**src/design/ebsab_pkg.sv**
```systemverilog
// Shared types, widths and codes for the edge bucket scatter / adjacency build block.
// No dependencies; ebsab_rmw_mem and the top level refer to this package by scoped names.

package ebsab_pkg;

	// default sizes handed to the top level
	localparam int BUCKETS_DEF   = 128;
	localparam int NODE_BITS_DEF = 20;
	localparam int LINK_BITS_DEF = 21;

	// fixed field widths of the ports
	localparam int REQ_W        = 2;
	localparam int EDGE_W       = 64;
	localparam int HALF_W       = 32;
	localparam int OFS_W        = 32;
	localparam int BIDX_W       = 7;
	localparam int FIRST_LINK_W = 21;
	localparam int LINK_OUT_W   = 21;
	localparam int TARGET_W     = 20;
	localparam int CFG_IDX_W    = 2;
	localparam int CFG_DATA_W   = 32;

	// each scattered edge occupies one 8-byte slot
	localparam logic [OFS_W-1:0] OFS_STEP = 32'd8;

	// request codes on req_type
	typedef enum logic [REQ_W-1:0] {
		REQ_START  = 2'd0,
		REQ_EDGE   = 2'd1,
		REQ_FINISH = 2'd2
	} req_t;

	// record_kind codes
	typedef enum logic {
		REC_EDGE   = 1'b0,
		REC_HEADER = 1'b1
	} rec_kind_t;

	// configuration register indexes
	typedef enum logic [CFG_IDX_W-1:0] {
		CFG_FIRST_LINK  = 2'd0,
		CFG_DEST_BASE   = 2'd1,
		CFG_DEST_STRIDE = 2'd2
	} cfg_idx_t;

	// sequencer states
	typedef enum logic [1:0] {
		ST_CLR_HEAD,
		ST_CLR_BKT,
		ST_RUN,
		ST_FILL
	} state_t;

	// memory port controls
	typedef struct packed {
		logic rd_en;
		logic wr_en;
	} mem_ctl_t;

endpackage

```
**src/design/ebsab_rmw_mem.sv**
```systemverilog
// Synchronous single-write, single-read table with registered read data and
// write-to-read forwarding for read-modify-write use. Depends on ebsab_pkg.

module ebsab_rmw_mem #(
	parameter int ADDR_W = 8,
	parameter int DATA_W = 8
) (
	input  logic                  clk,
	input  logic                  arst_n,
	input  ebsab_pkg::mem_ctl_t   ctl,
	input  logic [ADDR_W-1:0]     rd_addr,
	input  logic [ADDR_W-1:0]     wr_addr,
	input  logic [DATA_W-1:0]     wr_data,
	output logic [DATA_W-1:0]     cur_data
);

	localparam longint unsigned DEPTH = 64'd1 << ADDR_W;

	logic [DATA_W-1:0] mem_q [DEPTH];
	logic [DATA_W-1:0] rd_data_q;
	logic [DATA_W-1:0] fwd_data_q;
	logic              fwd_q;

	// storage: write port and registered read port
	always_ff @(posedge clk) begin
		if (ctl.wr_en) begin
			mem_q[wr_addr] <= wr_data;
		end
		if (ctl.rd_en) begin
			rd_data_q <= mem_q[rd_addr];
		end
	end

	// catch a write that lands on the entry being read in the same cycle
	always_ff @(posedge clk or negedge arst_n) begin
		if (!arst_n) begin
			fwd_q <= 1'b0;
		end else if (ctl.rd_en) begin
			fwd_q <= ctl.wr_en && (wr_addr == rd_addr);
		end
	end

	always_ff @(posedge clk) begin
		if (ctl.rd_en) begin
			fwd_data_q <= wr_data;
		end
	end

	// pick the freshest copy
	assign cur_data = fwd_q ? fwd_data_q : rd_data_q;

endmodule

```
**config.mk**
```make
export PLATFORM = sky130hd
export DESIGN_NAME = ebsab_rmw_mem
export DESIGN_NICKNAME = d
export VERILOG_FILES = /design/src/design/ebsab_pkg.sv /design/src/design/ebsab_rmw_mem.sv
export SDC_FILE = /design/constraint.sdc
export NUM_CORES = 2
export LEC_CHECK = 0
export BUFFER_PORTS_ARGS = -buffer_cell sky130_fd_sc_hd__buf_2
export CAP_MARGIN = 20
export CORE_MARGIN = 1
export CORE_UTILIZATION = 40
export CTS_BUF_LIST = sky130_fd_sc_hd__clkbuf_8 sky130_fd_sc_hd__clkbuf_16
export CTS_CLUSTER_DIAMETER = 60
export CTS_CLUSTER_SIZE = 25
export DETAILED_ROUTE_END_ITERATION = 8
export PLACE_DENSITY_LB_ADDON = 0.3
export SLEW_MARGIN = 20
export SYNTH_ARGS = -nofsm -noshare
export SYNTH_HDL_FRONTEND = slang
export SYNTH_SLANG_ARGS = --single-unit
```
**constraint.sdc**
```tcl
create_clock -name clk -period 2 [get_ports clk]
set_input_delay 0.3 -clock clk [delete_from_list [all_inputs] [get_ports clk]]
set_output_delay 0.3 -clock clk [all_outputs]
set_load 0.02 [all_outputs]
```
Word level (Yosys, flattened, before mapping)
Memory sizes are Yosys's and may differ from the RTL's. A register that Yosys moved wholly into a read port is not among the register bits.
Index checks and enable logic that the tools add are counted.
{"block": "word_totals", "inputBits": 28, "regBits": 9, "word_cells": 8, "ramBits": 2048, "mem_count": 1, "output_inout_bits": 8}
{"block": "op_classes", "reduce_logical": 1, "eq_ne": 1, "n_mux": 3}
{"name": "mem_q", "depth": 256, "word_bits": 8, "rd": 1, "rd_ports_with_merged_regs": 1, "write_ports": 1, "line_no": "ebsab_rmw_mem.sv:19", "source": "logic [DATA_W-1:0] mem_q [DEPTH];"}
{"operator": "$eq A8 B8 Y1", "count": 1}
{"operator": "$mux W8", "count": 1}
{"operator": "$mux W1", "count": 2}
{"operator": "$logic_and A1 B1 Y1", "count": 1}

Depth between registers and ports, before layout
{"block": "depth", "depth_word": 2, "ltp_mapped": 12, "mapped_depth_nobuf": 6}

Worst setup path after synthesis
Ideal clock, no wire load.
{"block": "synth_path", "path_kind": "input port to flip-flop", "startpoint": "in rd_addr[0]", "endpoint": "reg rd_data_q[5], read port of mem_q (data pin)", "n_path_buf": 4, "required_time_ns": 1.737, "setup_time_ns": 0.263, "path_slack_ns": -0.293, "cell_stages": 9, "t_arrival_ns": 2.030, "cell_sequence": "buf_6 buf_8 buf_6 buf_4 mux4_2 a221oi_1 o32ai_1 nor3_1 nor3_1"}
{"element": "start, declared", "line_no": "ebsab_rmw_mem.sv:11", "source": "input logic [ADDR_W-1:0] rd_addr,"}
{"element": "end, declared", "line_no": "ebsab_rmw_mem.sv:20", "source": "logic [DATA_W-1:0] rd_data_q;"}

==> summary.txt <==
status - finished with violations
failing checks - negative setup slack
RSZ-0062 raised after global routing - yes
Mapped Area - 80190 sq um
largest net degree at the start of global routing - 86
ANT nets after route - 0
DR iter-0 viols - 4202
routed vias/inst - 5.630
CTS Buf Count - 134
met3 GRT Util - 0.03176
Clock Skew - 0.05033 ns
Max clock buf depth - 3
initial antenna violation count - 8
max_cap viols - 0
Post-synth EDFFs - 2064
Skew-Pair Late Insertion Delay - 0.81 ns
DRC viols - 0
Layout area overhead - 18.90%
post-synth top area share - 0.7729
Setup WS pre-CTS - -1.679 ns
slowest stage cell, crit path - nor4_4
final worst setup slack - -0.2431 ns
Clock Sinks - 2065
met1 Use GR - 0.2826
Synth Net Count - 3806
core footprint - 198200 sq um
CTS tree - built
Tot GR Track Use - 0.2004
register area share after synthesis - 0.7733
Rel. slew slack - 0.5263
Chip Width - 449.7 um
Post-Syn Area per Cell - 21.22 sq um
Pwr Density - 876.0 nW/um^2
WS Path Type - flop to flop
Non-Filler Cell Area, Final - 95340 sq um
Setup crit end kind - flop
CTS clock-pin slew for the worst setup and hold paths - 0.09 ns
Chip Height - 449.7 um
post-DP HPWL - 137200 um
Final Hold Fails - 0
Final Wtd Congestion - 0.8489
Nets - 4523
Placed Instance Area - 89740 sq um
Period minus WS final - 2.243 ns
first-pass GRT wire length - 294700 um
Synth async-reset ratio - 0.0004843
H-Tree Depth - 4
grt total ovfl - 0
Post-Syn Instances - 3778
met2 global-route usage - 0.3221
Post-Route Utilization - 0.4810
number of port buffers - 35
Area contributors post-synth - edfxtp_1 77%, mux4_2 12%, mux2i_1 1.8%, nor2_1 1.3%, a22oi_1 1.3%
synthesis warning total - 0
Peak VDD IR - 0.0009054 V
layout cell share with drive strength beyond 1 - 0.3632
# rows - 163
Die Area - 202300 sq um
I/O pin count - 36
crit-path cells - mux4_2 -> a22oi_2 -> a21oi_4 -> nor4_4 -> buf_4 -> nor4_1
TritonRoute pass-1 iters - 6
cell with the most instances after synthesis - edfxtp_1
via count - 40814
Starting Density - 0.4045
Synth area leader - edfxtp_1
WL per Instance - 28.10 um
Post-synth top cells - 2064 x edfxtp_1, 443 x mux4_2, 282 x nor2_1
final-report max-slew violation count - 0
FF+latch count, synth - 2065
CTS root buf - clkbuf_16
GRT Max-Usage Layer - met2
total leakage power - 0.03062 uW
final wirelength - 203700 um
top_reg_cell synth - edfxtp_1
fmax - 445.8 MHz
CP Launch Type - flop
worst-margin pin slew - 0.7063 ns
Final Cycle Share - 1.122
hold crit path type - primary input to flop
Critical Path AT - 2.79 ns
Worst path max stage delay - 0.51 ns
Netlist cell types - 60
Req. time, crit path - 2.55 ns
WHS - 0.1329 ns
vias in the first global route - 41013
CP Max Fanout - 1
final setup fails - 16
[layout make-up]
cell class / instances / area, sq um
Multi-Input combinational cell: 1465 / 17480
Fill cell: 16132 / 102900
Inverter: 4 / 15.01
Sequential cell: 2065 / 62010
Tap cell: 2640 / 3303
Clock inverter: 105 / 1232
Antenna cell: 5 / 12.51
Timing Repair Buffer: 825 / 7795
Clock buffer: 140 / 3503
[placed cells by master, fill, tap and decap left out, drive strengths merged, types with 4 or more instances in the layout]
master,Yosys,layout
mux2i,142,142
mux2,8,8
dlygate4sd3,0,11
nor2b,20,20
nor2,282,282
nand2b,9,9
o221ai,37,37
nand2,36,36
nor3,21,21
nor4,29,29
inv,4,57
a211oi,15,15
o31ai,4,4
nand3b,5,5
o21ai,12,12
o211ai,4,4
o22ai,60,60
a21o,6,6
a21oi,79,79
clkbuf,114,140
buf,130,813
a221oi,6,6
clkinv,0,34
or2,6,6
and2,4,4
bufinv,0,8
diode,0,5
a22oi,138,138
xnor2,5,5
clkinvlp,0,10
a22o,8,8
nand3,31,31
mux4,452,452
edfxtp,2064,2064
nand4,13,13
[where the power goes]
group          internal [uW]  switching [uW]  total, uW
Sequential             47700            69.6      47700
Clock                  14600           15800      30400
Combinational           2250            3150       5400
[critical path, delay by kind of cell, from the launching register on]
family | cells | cell delay, ns
compound gates | 2 | 0.33
flops | 1 | 0.38
mux | 1 | 0.50
buf+inv | 1 | 0.22
simple gates | 2 | 0.56
[metal layers]
metal  wire length [um]  vias to the layer above
met3              13550                      267
met1              85940                    21823
met5                  0                        -
met2              98520                     1444
met4               5674                        0
li1                   -                    17280
[per-stage QoR]
step	cells	TNS, ns	total power (uW)
2_1_floorplan	3778	-116.79	51120
3_3_place_gp	6985	-13.99	53830
3_5_place_dp	6985	-13.09	53880
4_1_cts	7244	-2.639	84080
5_1_grt	7247	-3.308	85740
6_report	7249	-2.393	83520
[flip-flops by register name, summed over array words and instances (netlist names)]
signal      count
fwd_q           1
rd_data_q       8
fwd_data_q      8
mem_q        2048
[cells by family (layout without fill, tap and decap cells)]
family	count (synthesis)	count (layout)	share of synthesized area
other	0	5	0
DFF	2065	2065	0.7733
muxes	602	602	0.1462
AOI/OAI and AO/OA	385	385	0.03356
and+or+nand+nor	470	470	0.02635
xor gates and xnor gates	8	8	0.0008738
buffers and inverters	248	1074	0.01972
[repair_timing]
action	CTS	global route
setup buffers	3	0
pin swaps	35	14
hold buffers	11	0
setup endpoints to repair	16	16
gates cloned	1	0
resized for setup	112	44
endpoints found under the hold margin	291	0
[worst paths after layout]
check	end	depth (start not counted)	slack [ns]	start
max in group asynchronous	fwd_q$_DFFE_PN0P_	3	1.55	arst_n
hold / removal	fwd_q$_DFFE_PN0P_	4	0.13	ctl[0]
hold reg to reg	fwd_q$_DFFE_PN0P_	3	0.72	fwd_q$_DFFE_PN0P_
setup reg to reg	rd_data_q[4]$_DFFE_PP_	6	-0.24	mem_q[186][4]$_DFFE_PP_
setup / recovery	rd_data_q[4]$_DFFE_PP_	6	-0.24	mem_q[186][4]$_DFFE_PP_
min in group asynchronous	fwd_q$_DFFE_PN0P_	3	0.33	arst_n
Note: power is estimated with default switching activity, not from simulation.
